==> src/calendar_to_unix_seconds_top_macros.svh <==
// Assertion macros shared by the modules of the calendar converter.
// In a synthesis build the macros expand to nothing.
`ifndef CALENDAR_TO_UNIX_SECONDS_TOP_MACROS_SVH
`define CALENDAR_TO_UNIX_SECONDS_TOP_MACROS_SVH
`ifndef SYNTHESIS
`define CTU_ASSERT(lbl, clk, rst_n, prop) \
	lbl: assert property (@(posedge clk) disable iff (!rst_n) prop) \
		else $error("calendar converter check failed");
`define CTU_ASSERT_ANY(lbl, clk, prop) \
	lbl: assert property (@(posedge clk) prop) \
		else $error("calendar converter check failed during reset");
`else
`define CTU_ASSERT(lbl, clk, rst_n, prop)
`define CTU_ASSERT_ANY(lbl, clk, prop)
`endif
`endif

==> src/ctu_pkg.sv <==
package ctu_pkg;

	localparam logic [13:0] YEAR_FIRST  = 14'd1970;
	localparam logic [13:0] YEAR_LAST   = 14'd9999;
	localparam logic [4:0]  HOURS_DAY   = 5'd24;
	localparam logic [5:0]  SIXTY       = 6'd60;
	localparam logic [3:0]  MONTH_FEB   = 4'd2;
	localparam logic [3:0]  MONTH_DEC   = 4'd12;
	localparam logic [4:0]  FEB_LEAP    = 5'd29;
	// Reciprocal of 25 scaled by 2^16, rounded up; exact for dividends below 4096.
	localparam logic [11:0] RECIP25     = 12'd2622;
	localparam logic [11:0] TWENTYFIVE  = 12'd25;
	// Leap days counted through 1969: 492 - 19 + 4.
	localparam logic [21:0] LEAPS_1969  = 22'd477;
	localparam logic [21:0] DAYS_YEAR   = 22'd365;
	localparam logic [16:0] SECS_HOUR   = 17'd3600;
	localparam logic [16:0] SECS_MINUTE = 17'd60;
	localparam logic [37:0] SECS_DAY    = 38'd86400;
	localparam logic [37:0] EPOCH_MAX   = 38'd253402300799;

	typedef struct packed {
		logic        base_ok;
		logic        y_div4;
		logic        y_div16;
		logic [11:0] y4;
		logic [9:0]  y16;
		logic [7:0]  q_y4;
		logic [7:0]  q_y16;
		logic [11:0] n4;
		logic [7:0]  q_n4;
		logic [7:0]  q_n16;
		logic [12:0] yoff;
		logic [3:0]  month;
		logic [4:0]  day;
		logic [4:0]  hour;
		logic [5:0]  minute;
		logic [5:0]  second;
	} ctu_s1_t;

	typedef struct packed {
		logic        ok;
		logic [21:0] days;
		logic [16:0] hms;
	} ctu_s3_t;

	// Quotient by 25 through the scaled reciprocal.
	function automatic logic [7:0] div25(input logic [11:0] x);
		logic [23:0] prod;
		prod = 24'(x) * 24'(RECIP25);
		return prod[23:16];
	endfunction

	function automatic logic [4:0] month_len(input logic [3:0] m);
		logic [4:0] len;
		unique case (m)
			4'd1, 4'd3, 4'd5, 4'd7, 4'd8, 4'd10, 4'd12: len = 5'd31;
			4'd4, 4'd6, 4'd9, 4'd11:                     len = 5'd30;
			4'd2:                                        len = 5'd28;
			default:                                     len = 5'd0;
		endcase
		return len;
	endfunction

	function automatic logic [8:0] month_start(input logic [3:0] m);
		logic [8:0] start;
		unique case (m)
			4'd1:    start = 9'd0;
			4'd2:    start = 9'd31;
			4'd3:    start = 9'd59;
			4'd4:    start = 9'd90;
			4'd5:    start = 9'd120;
			4'd6:    start = 9'd151;
			4'd7:    start = 9'd181;
			4'd8:    start = 9'd212;
			4'd9:    start = 9'd243;
			4'd10:   start = 9'd273;
			4'd11:   start = 9'd304;
			4'd12:   start = 9'd334;
			default: start = 9'd0;
		endcase
		return start;
	endfunction

endpackage

==> src/ctu_quot.sv <==
module ctu_quot (
	input  logic                 clk,
	input  logic                 en,
	input  logic [13:0]          cal_year,
	input  logic [3:0]           cal_month,
	input  logic [4:0]           cal_day,
	input  logic [4:0]           cal_hour,
	input  logic [5:0]           cal_minute,
	input  logic [5:0]           cal_second,
	output ctu_pkg::ctu_s1_t     s1
);

	logic [13:0] y_m1;
	logic        base_ok;

	assign y_m1 = cal_year - 14'd1;

	assign base_ok = (cal_year >= ctu_pkg::YEAR_FIRST) && (cal_year <= ctu_pkg::YEAR_LAST)
		&& (cal_month != 4'd0) && (cal_month <= ctu_pkg::MONTH_DEC)
		&& (cal_hour < ctu_pkg::HOURS_DAY) && (cal_minute < ctu_pkg::SIXTY)
		&& (cal_second < ctu_pkg::SIXTY);

	// Quotients by 100 and 400 are taken as quotients by 25 of the year shifted by 2 and 4.
	always_ff @(posedge clk) begin
		if (en) begin
			s1.base_ok <= base_ok;
			s1.y_div4  <= (cal_year[1:0] == 2'd0);
			s1.y_div16 <= (cal_year[3:0] == 4'd0);
			s1.y4      <= cal_year[13:2];
			s1.y16     <= cal_year[13:4];
			s1.q_y4    <= ctu_pkg::div25(cal_year[13:2]);
			s1.q_y16   <= ctu_pkg::div25({2'b00, cal_year[13:4]});
			s1.n4      <= y_m1[13:2];
			s1.q_n4    <= ctu_pkg::div25(y_m1[13:2]);
			s1.q_n16   <= ctu_pkg::div25({2'b00, y_m1[13:4]});
			s1.yoff    <= 13'(cal_year - ctu_pkg::YEAR_FIRST);
			s1.month   <= cal_month;
			s1.day     <= cal_day;
			s1.hour    <= cal_hour;
			s1.minute  <= cal_minute;
			s1.second  <= cal_second;
		end
	end

endmodule

==> src/ctu_days.sv <==
module ctu_days (
	input  logic                 clk,
	input  logic                 en,
	input  ctu_pkg::ctu_s1_t     s1,
	output ctu_pkg::ctu_s3_t     s3
);

	logic        is_cent;
	logic        is_quad_cent;
	logic        leap;
	logic [4:0]  mlen;
	logic        day_ok;

	logic        ok_s2;
	logic [8:0]  yday_s2;
	logic [21:0] ydays_s2;
	logic [16:0] hms_s2;

	assign is_cent      = s1.y_div4 && ((12'(s1.q_y4) * ctu_pkg::TWENTYFIVE) == s1.y4);
	assign is_quad_cent = s1.y_div16
		&& ((12'(s1.q_y16) * ctu_pkg::TWENTYFIVE) == {2'b00, s1.y16});
	assign leap         = s1.y_div4 && (!is_cent || is_quad_cent);
	assign mlen         = (s1.month == ctu_pkg::MONTH_FEB && leap) ? ctu_pkg::FEB_LEAP
		: ctu_pkg::month_len(s1.month);
	assign day_ok       = (s1.day != 5'd0) && (s1.day <= mlen);

	always_ff @(posedge clk) begin
		if (en) begin
			ok_s2    <= s1.base_ok && day_ok;
			yday_s2  <= ctu_pkg::month_start(s1.month)
				+ 9'((leap && s1.month > ctu_pkg::MONTH_FEB) ? 1 : 0)
				+ 9'(s1.day) - 9'd1;
			ydays_s2 <= 22'(s1.yoff) * ctu_pkg::DAYS_YEAR + 22'(s1.n4) - 22'(s1.q_n4)
				+ 22'(s1.q_n16) - ctu_pkg::LEAPS_1969;
			hms_s2   <= 17'(s1.hour) * ctu_pkg::SECS_HOUR
				+ 17'(s1.minute) * ctu_pkg::SECS_MINUTE + 17'(s1.second);
		end
	end

	always_ff @(posedge clk) begin
		if (en) begin
			s3.ok   <= ok_s2;
			s3.days <= ydays_s2 + 22'(yday_s2);
			s3.hms  <= hms_s2;
		end
	end

endmodule

==> src/ctu_secs.sv <==
module ctu_secs (
	input  logic                 clk,
	input  logic                 en,
	input  ctu_pkg::ctu_s3_t     s3,
	output logic                 conv_status,
	output logic [37:0]          epoch_seconds
);

	logic        ok_s4;
	logic [37:0] prod_s4;
	logic [16:0] hms_s4;

	always_ff @(posedge clk) begin
		if (en) begin
			ok_s4   <= s3.ok;
			prod_s4 <= 38'(s3.days) * ctu_pkg::SECS_DAY;
			hms_s4  <= s3.hms;
		end
	end

	// An invalid date leaves the count at zero.
	always_ff @(posedge clk) begin
		if (en) begin
			conv_status   <= !ok_s4;
			epoch_seconds <= ok_s4 ? (prod_s4 + 38'(hms_s4)) : 38'd0;
		end
	end

endmodule

==> src/calendar_to_unix_seconds_top.sv <==
// Throughput: one request per cycle; a result refused at the output freezes the whole pipeline.
// Reset (arst_n, asynchronous, active low) clears the stage valid bits only;
// the datapath registers hold whatever they had and are ignored until refilled.
`include "calendar_to_unix_seconds_top_macros.svh"

// Gregorian date and time of day to seconds since 1970-01-01 00:00:00.
//
// The pipeline has five register stages, each with a valid bit:
//   stage 1 (ctu_quot)  range checks on every field but the day, and the quotients by 25 of the
//                       year and of the year before, shifted by two and by four bits.
//                       These give the leap tests and the leap counts without a divider.
//   stage 2 (ctu_days)  leap year decision, month length and the day check, the day of
//                       the year, the days before the year and the seconds of the day.
//   stage 3 (ctu_days)  days since the epoch.
//   stage 4 (ctu_secs)  days multiplied by 86400.
//   stage 5 (ctu_secs)  seconds of the day added, or zero with status set when the
//                       date or time was invalid.
//
// All stages advance together whenever the last stage is empty or its result is being
// taken, so no request is lost or repeated under any pattern of stalls. The input is
// stalled only while a finished result is held waiting on the output.
module calendar_to_unix_seconds_top (
	input  logic        clk,
	input  logic        arst_n,
	input  logic        in_valid,
	output logic        in_stall,
	input  logic [13:0] cal_year,
	input  logic [3:0]  cal_month,
	input  logic [4:0]  cal_day,
	input  logic [4:0]  cal_hour,
	input  logic [5:0]  cal_minute,
	input  logic [5:0]  cal_second,
	output logic        out_valid,
	input  logic        out_stall,
	output logic        conv_status,
	output logic [37:0] epoch_seconds
);

	ctu_pkg::ctu_s1_t s1;
	ctu_pkg::ctu_s3_t s3;

	logic en;
	logic v_s1;
	logic v_s2;
	logic v_s3;
	logic v_s4;
	logic v_s5;

	// The pipeline moves unless a result sits in the last stage and is refused.
	assign en        = !(v_s5 && out_stall);
	assign in_stall  = !en;
	assign out_valid = v_s5;

	always_ff @(posedge clk or negedge arst_n) begin
		if (!arst_n) begin
			v_s1 <= 1'b0;
			v_s2 <= 1'b0;
			v_s3 <= 1'b0;
			v_s4 <= 1'b0;
			v_s5 <= 1'b0;
		end else if (en) begin
			v_s1 <= in_valid;
			v_s2 <= v_s1;
			v_s3 <= v_s2;
			v_s4 <= v_s3;
			v_s5 <= v_s4;
		end
	end

	ctu_quot u_quot (
		.clk        (clk),
		.en         (en),
		.cal_year   (cal_year),
		.cal_month  (cal_month),
		.cal_day    (cal_day),
		.cal_hour   (cal_hour),
		.cal_minute (cal_minute),
		.cal_second (cal_second),
		.s1         (s1)
	);

	ctu_days u_days (
		.clk (clk),
		.en  (en),
		.s1  (s1),
		.s3  (s3)
	);

	ctu_secs u_secs (
		.clk           (clk),
		.en            (en),
		.s3            (s3),
		.conv_status   (conv_status),
		.epoch_seconds (epoch_seconds)
	);

	// A request that is accepted and then not stalled comes out on the output port.
	`CTU_ASSERT(a_latency, clk, arst_n, (in_valid && !in_stall) ##1 (!in_stall) [*4] |=> out_valid)
	// While stalled, no stage gains or loses a request.
	`CTU_ASSERT(a_hold, clk, arst_n, in_stall |=> $stable({v_s1, v_s2, v_s3, v_s4, v_s5}))
	// An invalid request carries a zero count.
	`CTU_ASSERT(a_invalid_zero, clk, arst_n, (out_valid && conv_status) |-> (epoch_seconds == 38'd0))
	// A converted date never goes past the end of year 9999.
	`CTU_ASSERT(a_range, clk, arst_n, (out_valid && !conv_status) |-> (epoch_seconds <= ctu_pkg::EPOCH_MAX))
	// Reset empties the pipeline at once.
	`CTU_ASSERT_ANY(a_reset_empty, clk, !arst_n |-> (!out_valid && !v_s1))

endmodule
==> config.mk <==
export PLATFORM = sky130hd
export DESIGN_NAME = calendar_to_unix_seconds_top
export DESIGN_NICKNAME = d
export VERILOG_FILES = /design/src/ctu_pkg.sv /design/src/ctu_quot.sv /design/src/ctu_days.sv /design/src/ctu_secs.sv /design/src/calendar_to_unix_seconds_top.sv
export VERILOG_INCLUDE_DIRS = /design/src /design/src/src
export SDC_FILE = /design/constraint.sdc
export NUM_CORES = 2
export LEC_CHECK = 0
export ABC_CLOCK_PERIOD_IN_PS = 19500
export BUFFER_PORTS_ARGS = -buffer_cell sky130_fd_sc_hd__buf_2
export CORE_ASPECT_RATIO = 0.9
export CORE_MARGIN = 1
export CORE_UTILIZATION = 55
export DETAILED_ROUTE_END_ITERATION = 16
export PLACE_DENSITY = 0.82
export SYNTH_ARGS = -nofsm -noshare
export SYNTH_HDL_FRONTEND = slang
export SYNTH_SLANG_ARGS = --single-unit
export TNS_END_PERCENT = 5
==> constraint.sdc <==
create_clock -name clk -period 19.5 [get_ports clk]
set_input_delay 1.95 -clock clk [delete_from_list [all_inputs] [get_ports clk]]
set_output_delay 1.95 -clock clk [all_outputs]
set_load 0.02 [all_outputs]
**Word level (Yosys, flattened, before mapping)**

Memories as Yosys holds them, arrays and structs flattened. A register that Yosys moved wholly into a read port is not among the register bits.
Index checks and enable logic that the tools add are counted.

- Register bits after elaboration: 286
- Memory bits (read-only): 224
- Logic and storage cells: 95
- Memories: 2

- Magnitude comparators: 8
- Multiply operators: 10
- $add $sub $neg: 13
- Equal/unequal tests: 3
- Reduce and logical (&&, ||, !) cells: 21
- Multiplexer cells: 5

Memories:

| name | depth | bits a word | rd ports | clocked after memory_dff | write ports | line | text |
|---|---|---|---|---|---|---|---|
| (name not given) | 16 | 9 | 1 | 1 | 0 | ctu_pkg.sv:66 | `unique case (m)` |
| (name not given) | 16 | 5 | 1 | 1 | 0 | ctu_pkg.sv:55 | `unique case (m)` |

Operators by type and width:

| operator | count |
|---|---|
| multiplier 12 x 11 -> 23 bit (second input constant) | 2 |
| multiplier 10 x 11 -> 21 bit (second input constant) | 2 |
| adder 38 x 17 -> 38 bit | 1 |
| multiplier 22 x 10 -> 31 bit (second input constant) | 1 |
| adder 22 x 12 -> 22 bit | 1 |
| adder 22 x 6 -> 22 bit | 1 |
| adder 22 x 9 -> 22 bit | 1 |
| multiplier 13 x 9 -> 22 bit (second input constant) | 1 |
| subtractor 22 x 8 -> 22 bit | 1 |
| subtractor 22 x 9 -> 22 bit (second input constant) | 1 |
| adder 17 x 12 -> 17 bit | 1 |
| adder 17 x 6 -> 17 bit | 1 |
| >= comparator 14 x 11 -> 1 bit (second input constant) | 1 |
| less-or-equal comparator 14 bit (second input constant) | 1 |
| logical AND 1 bit | 14 |
| subtractor 14 x 1 -> 14 bit (second input constant) | 1 |
| multiplier 5 x 8 -> 13 bit (second input constant) | 1 |
| subtractor 13 x 11 -> 13 bit (second input constant) | 1 |
| == test 12 x 10 -> 1 bit | 1 |
| == test 12 bit | 1 |
| less-than comparator 6 bit (second input constant) | 2 |
| multiplier 8 x 5 -> 12 bit (second input constant) | 1 |
| multiplier 6 x 5 -> 11 bit (second input constant) | 1 |
| multiplier 6 x 4 -> 10 bit (second input constant) | 1 |
| other kinds (18) | 20 |

**Depth between registers and ports, before layout**

- Depth after elaboration: 11
- Depth in mapped cells: 28
- Gate-level depth less buffers: 28

**Modules after synthesis**

Synthesis repeated with hierarchy kept, for this count alone.

- Cells, all modules: 2754
- Area, all modules: 30235.2 sq um

Modules (own cells, without submodules):

| module | area each (sq um) | times used | sequential area each (sq um) | cells each |
|---|---|---|---|---|
| ctu_quot | 11877.6 | 1 | 2822.7 | 1050 |
| ctu_days | 10611.4 | 1 | 2672.6 | 994 |
| ctu_secs | 7538.5 | 1 | 2642.5 | 698 |
| calendar_to_unix_seconds_top | 207.7 | 1 | 125.1 | 12 |

**Worst setup path after synthesis**

OpenSTA, ideal clock, no wires.

- Path kind: input to output
- From: input out_stall
- To: output in_stall
- Setup slack: 6.510 ns
- Stages on the path: 3
- Buffers on the path: 1
- Data required time: 17.550 ns
- Arrival time: 11.040 ns
- Path through: nand2_1 > buf_1 > inv_1

- Word-level cells in the longest chain between the ends: 1

RTL lines:

| what | line | text |
|---|---|---|
| start: declaration | calendar_to_unix_seconds_top.sv:34 | `input logic out_stall,` |
| logical AND 1 bit | calendar_to_unix_seconds_top.sv:50 | `assign en = !(v_s5 && out_stall);` |
| end: declaration | calendar_to_unix_seconds_top.sv:26 | `output logic in_stall,` |

No other way between the ends.

**Final worst setup path**

- From: input cal_year[4]
- To: register, netlist name u_quot.s1[52]

- Word-level cells in the longest chain between the ends: 2

RTL lines:

| what | line | text |
|---|---|---|
| start: declaration | calendar_to_unix_seconds_top.sv:27 | `input logic [13:0] cal_year,` |
| subtractor 14 x 1 -> 14 bit | ctu_quot.sv:16 | `assign y_m1 = cal_year - 14'd1;` |
| via u_quot.y_m1[13] | ctu_quot.sv:13 | `logic [13:0] y_m1;` |
| multiplier 12 x 11 -> 23 bit | ctu_pkg.sv:49 | `prod = 24'(x) * 24'(RECIP25);` |

The timed path passes the listed nets, and every way through them passes these cells.
A chain may end at the register's enable or synchronous reset.

==> flow_summary_export.csv <==
group,metric,value,unit
clock_network,htree_levels,1,
timing,timing.clock.skew,14.3,ps
floorplanning,coreArea,53100,um^2
grt,grtUsageMet1,0.259,
cells_and_area,layout.cells.most_common_list,"sky130_fd_sc_hd__inv_1 (628), sky130_fd_sc_hd__ha_1 (621), sky130_fd_sc_hd__edfxtp_1 (271)",
grt,grt_util_met2,0.388,
setup_path,cpMostUsedCell,"sky130_fd_sc_hd__inv_1",
floorplanning,fp.dieW,247,um
route,drt_wl_total,54700,um
setup_path,path_delay_family,"adder cells",
cells_and_area,stdcell_area,31900,um^2
cells_and_area,final_nets,3727,
timing,setup-tns-final,0,ps
timing,slew_headroom,0.212,
run_status,outcome,"finished, final reports clean",
route,wire_per_inst,15.6,um
cells_and_area,n_antenna_cell,0,
clock_network,clk_pin_slew_worst_paths,60,ps
route,drt_first_iter_violations,756,
clock_network,hold_buffer_count_at_cts,0,
hold_path,worstHoldPathType,"reg2reg",
setup_path,critical_path_class,"in2reg",
grt,grt_busiest_layer,"met2",
grt,grt.overflow.total,0,
flow_run,max_cap_viol_count,0,
cells_and_area,layout_commonest_cell,"sky130_fd_sc_hd__inv_1",
clock_network,cts_root_buf,"sky130_fd_sc_hd__clkbuf_16",
setup_path,launching_element_type_of_the_critical_path,"primary input",
timing,final-max-slew-violation-count,0,
setup_path,timing.critical_path.to_type,"flip-flop",
route,vias,18600,
setup_path,critical_path_required,19830,ps
cells_and_area,seqCellArea,8500,um^2
yosys,yosys_warnings,0,
clock_network,numClockSinks,288,
route,drc,0,
clock_network,worstSkewPairLatency,590,ps
setup_path,critical_path_top_delay_cell,"sky130_fd_sc_hd__xnor2_1",
place,post_dp_cell_area,31000,um^2
timing,period_share,0.444,
setup_path,crit_buf_inv,6,
floorplanning,dieHeight,222,um
yosys,synth.ff_latch_count,288,
cells_and_area,fin_util,0.602,
clock_network,clock_tree.buffer_depth,3,
grt,grt_max_degree,95,
timing,fin_crit,8670,ps
setup_path,timing.critical_path.slowest_cell_delay,800,ps
timing,timing.final.setup_violations,0,
grt,tot_gr_track_use,0.211,
yosys,synth_area_leader_cell,"sky130_fd_sc_hd__edfxtp_1",
clock_network,cts-buffers-inserted,30,
cells_and_area,multi_input_comb_area,18700,um^2
setup_path,worstPathMaxFanout,12,
floorplanning,number_of_top_level_pins,85,
place,gp_congestion,0.911,
clock_network,setup_fix_buffers_added_after_clock_tree_synthesis,0,
timing,fin_worst_hold_slack,412,ps
yosys,postSynth.asyncResetShare,0.0174,
yosys,syn_area,29600,um^2
timing,rsz0062_at_grt,"false",
clock_network,clock_tree_from_tritoncts,"yes",
yosys,synth-edff-count,271,
yosys,yosys-top-cells-area,"sky130_fd_sc_hd__edfxtp_1 (27%), sky130_fd_sc_hd__ha_1 (26%), sky130_fd_sc_hd__fa_1 (18%), sky130_fd_sc_hd__inv_1 (8.0%), sky130_fd_sc_hd__xnor2_1 (4.1%)",
clock_network,cts_resized,0,
grt,number_of_antenna_violations_at_the_first_check_in_global_routing,1,
route,antenna_left,0,
cells_and_area,syn2layout_area_growth,7.84,%
grt,grt_first_pass_wirelength,94900,um
place,placed_wire_length_estimate,45800,um
yosys,synth_flop_cell,"sky130_fd_sc_hd__edfxtp_1",
floorplanning,placement_rows,80,
yosys,syn_avg_cell_area,11.1,um^2
place,count_of_input_and_output_buffers,84,
yosys,synth.top_cell.area_share,0.275,
cells_and_area,layout-drive-gt1-share,0.0593,
grt,grt_pass1_vias,20100,
yosys,synth-seq-area-share,0.287,
route,detail_route.first_pass.iterations,6,
grt,global_routing_met3_resource_utilization,0.0227,
floorplanning,initial_utilization,0.558,
setup_path,timing.critical_path.arrival,9000,ps
timing,max_clock_freq,115,MHz
timing,finalHoldViolations,0,
cells_and_area,layout.filler_cells,4159,
timing,max_slew.worst_pin.slew,1170,ps
route,vias_per_std_cell,5.30,
yosys,mappedNetlistNets,3610,
floorplanning,design.die.area,54800,um^2
yosys,mapped_cells,2677,
yosys,post_synth_num_cell_types,73,
## registers in the layout (all words and copies together) (netlist names), named ones only
signal	cells
u_secs.prod_s4	31
v_s2	1
out_valid	1
u_secs.conv_status	1
v_s1	1
u_secs.ok_s4	1
u_quot.s1	94
v_s4	1
u_secs.hms_s4	17
u_days.hms_s2	17
u_secs.epoch_seconds	38
u_days.ydays_s2	22
u_days.ok_s2	1
u_days.yday_s2	9
u_days.s3	40
v_s3	1
## per-stage QoR
step / std cells / setup slack [ps]
2_1_floorplan: 2677 / 6510
3_3_place_gp: 3459 / 10570
3_5_place_dp: 3459 / 10270
4_1_cts: 3515 / 10850
5_1_grt: 3515 / 10150
6_report: 3515 / 10830
## cells by family (layout without fill, tap and decap cells)
logic type               after synthesis  count (layout)  share of synthesized area
AO/OA/AOI/OAI                        315             315                     0.0701
XOR/XNOR                             195             195                     0.0577
adder cells (fa/ha/maj)              889             889                      0.443
buffers and inverters                638             779                     0.0811
flip-flops                           288             288                      0.287
multiplexers                           9               9                    0.00325
AND/OR/NAND/NOR                      343             343                     0.0575
## metal layers
layer	up-vias	part of all wire
met4	2	0.028
met2	286	0.52
met5	-	0.00024
met1	9091	0.43
li1	9155	-
met3	102	0.029
## worst reg2reg max path, stage by stage (launching register included)
cell and delay, ps:
sky130_fd_sc_hd__edfxtp_1 530, sky130_fd_sc_hd__fa_1 490, sky130_fd_sc_hd__fa_1 390, sky130_fd_sc_hd__ha_1 300
sky130_fd_sc_hd__fa_1 480, sky130_fd_sc_hd__inv_1 60, sky130_fd_sc_hd__fa_1 540, sky130_fd_sc_hd__inv_1 70
sky130_fd_sc_hd__fa_1 490, sky130_fd_sc_hd__a211oi_2 280, sky130_fd_sc_hd__o21ai_1 120, sky130_fd_sc_hd__a31oi_1 340
sky130_fd_sc_hd__o211ai_1 160, sky130_fd_sc_hd__a31oi_1 310, sky130_fd_sc_hd__nor2b_1 90, sky130_fd_sc_hd__o21a_1 200
sky130_fd_sc_hd__o41a_1 320, sky130_fd_sc_hd__xor2_1 140
## cell usage after synthesis, types with 2 or more instances
cell and instances:
sky130_fd_sc_hd__inv_1 628, sky130_fd_sc_hd__ha_1 621, sky130_fd_sc_hd__edfxtp_1 271, sky130_fd_sc_hd__fa_1 268, sky130_fd_sc_hd__xnor2_1 139, sky130_fd_sc_hd__a21oi_1 98, sky130_fd_sc_hd__nor2_1 84, sky130_fd_sc_hd__nand2_1 72
sky130_fd_sc_hd__xor2_1 56, sky130_fd_sc_hd__nand3_1 42, sky130_fd_sc_hd__a21o_1 41, sky130_fd_sc_hd__o21ai_0 37, sky130_fd_sc_hd__nor3_1 34, sky130_fd_sc_hd__o21bai_1 21, sky130_fd_sc_hd__o21a_1 20, sky130_fd_sc_hd__nand4_1 19
sky130_fd_sc_hd__and3_1 18, sky130_fd_sc_hd__o21ai_1 16, sky130_fd_sc_hd__and2_1 15, sky130_fd_sc_hd__nand2b_1 14, sky130_fd_sc_hd__a31oi_1 13, sky130_fd_sc_hd__dfxtp_1 12, sky130_fd_sc_hd__nor2b_1 11, sky130_fd_sc_hd__o211ai_1 11
sky130_fd_sc_hd__clkbuf_1 8, sky130_fd_sc_hd__a211oi_1 6, sky130_fd_sc_hd__and4_1 6, sky130_fd_sc_hd__nor4_1 6, sky130_fd_sc_hd__a211o_1 5, sky130_fd_sc_hd__dfrtp_1 5, sky130_fd_sc_hd__mux2_2 5, sky130_fd_sc_hd__o31ai_1 5
sky130_fd_sc_hd__or3_1 5, sky130_fd_sc_hd__a21boi_1 4, sky130_fd_sc_hd__mux2i_1 4, sky130_fd_sc_hd__o21ai_2 4, sky130_fd_sc_hd__or2_2 4, sky130_fd_sc_hd__a2111oi_0 3, sky130_fd_sc_hd__a21boi_0 3, sky130_fd_sc_hd__a31o_2 3
sky130_fd_sc_hd__nand4b_1 3, sky130_fd_sc_hd__nor3b_1 3, sky130_fd_sc_hd__nand3b_1 2, sky130_fd_sc_hd__o2111ai_1 2, sky130_fd_sc_hd__o211a_1 2
## worst paths after layout
| path | start | endpoint | slack (ps) | cells after the start |
|---|---|---|---|---|
| max in group asynchronous | arst_n | v_s2 | 18200 | 1 |
| min in group asynchronous | arst_n | v_s1 | 1170 | 1 |
| worst max-delay path | cal_year[4] | u_quot.s1[52] | 10830 | 26 |
| worst max register to register | u_quot.s1[27] | u_days.ydays_s2[20] | 13940 | 17 |
| worst min register to register | u_days.hms_s2[6] | u_days.s3[6] | 410 | 0 |
| worst min-delay path | u_days.hms_s2[6] | u_days.s3[6] | 410 | 0 |
## cell type report
cell class | count | share of cell area
Clock buffer | 38 | 0.0248
Inverter | 628 | 0.0738
Timing Repair Buffer | 95 | 0.0157
Multi-Input combinational cell | 1751 | 0.586
Tap cell | 697 | 0.0273
Clock inverter | 18 | 0.00607
Sequential cell | 288 | 0.266
Power is not shown: default switching activity piles up to over one toggle a cycle in this logic, so the estimate is an artifact.
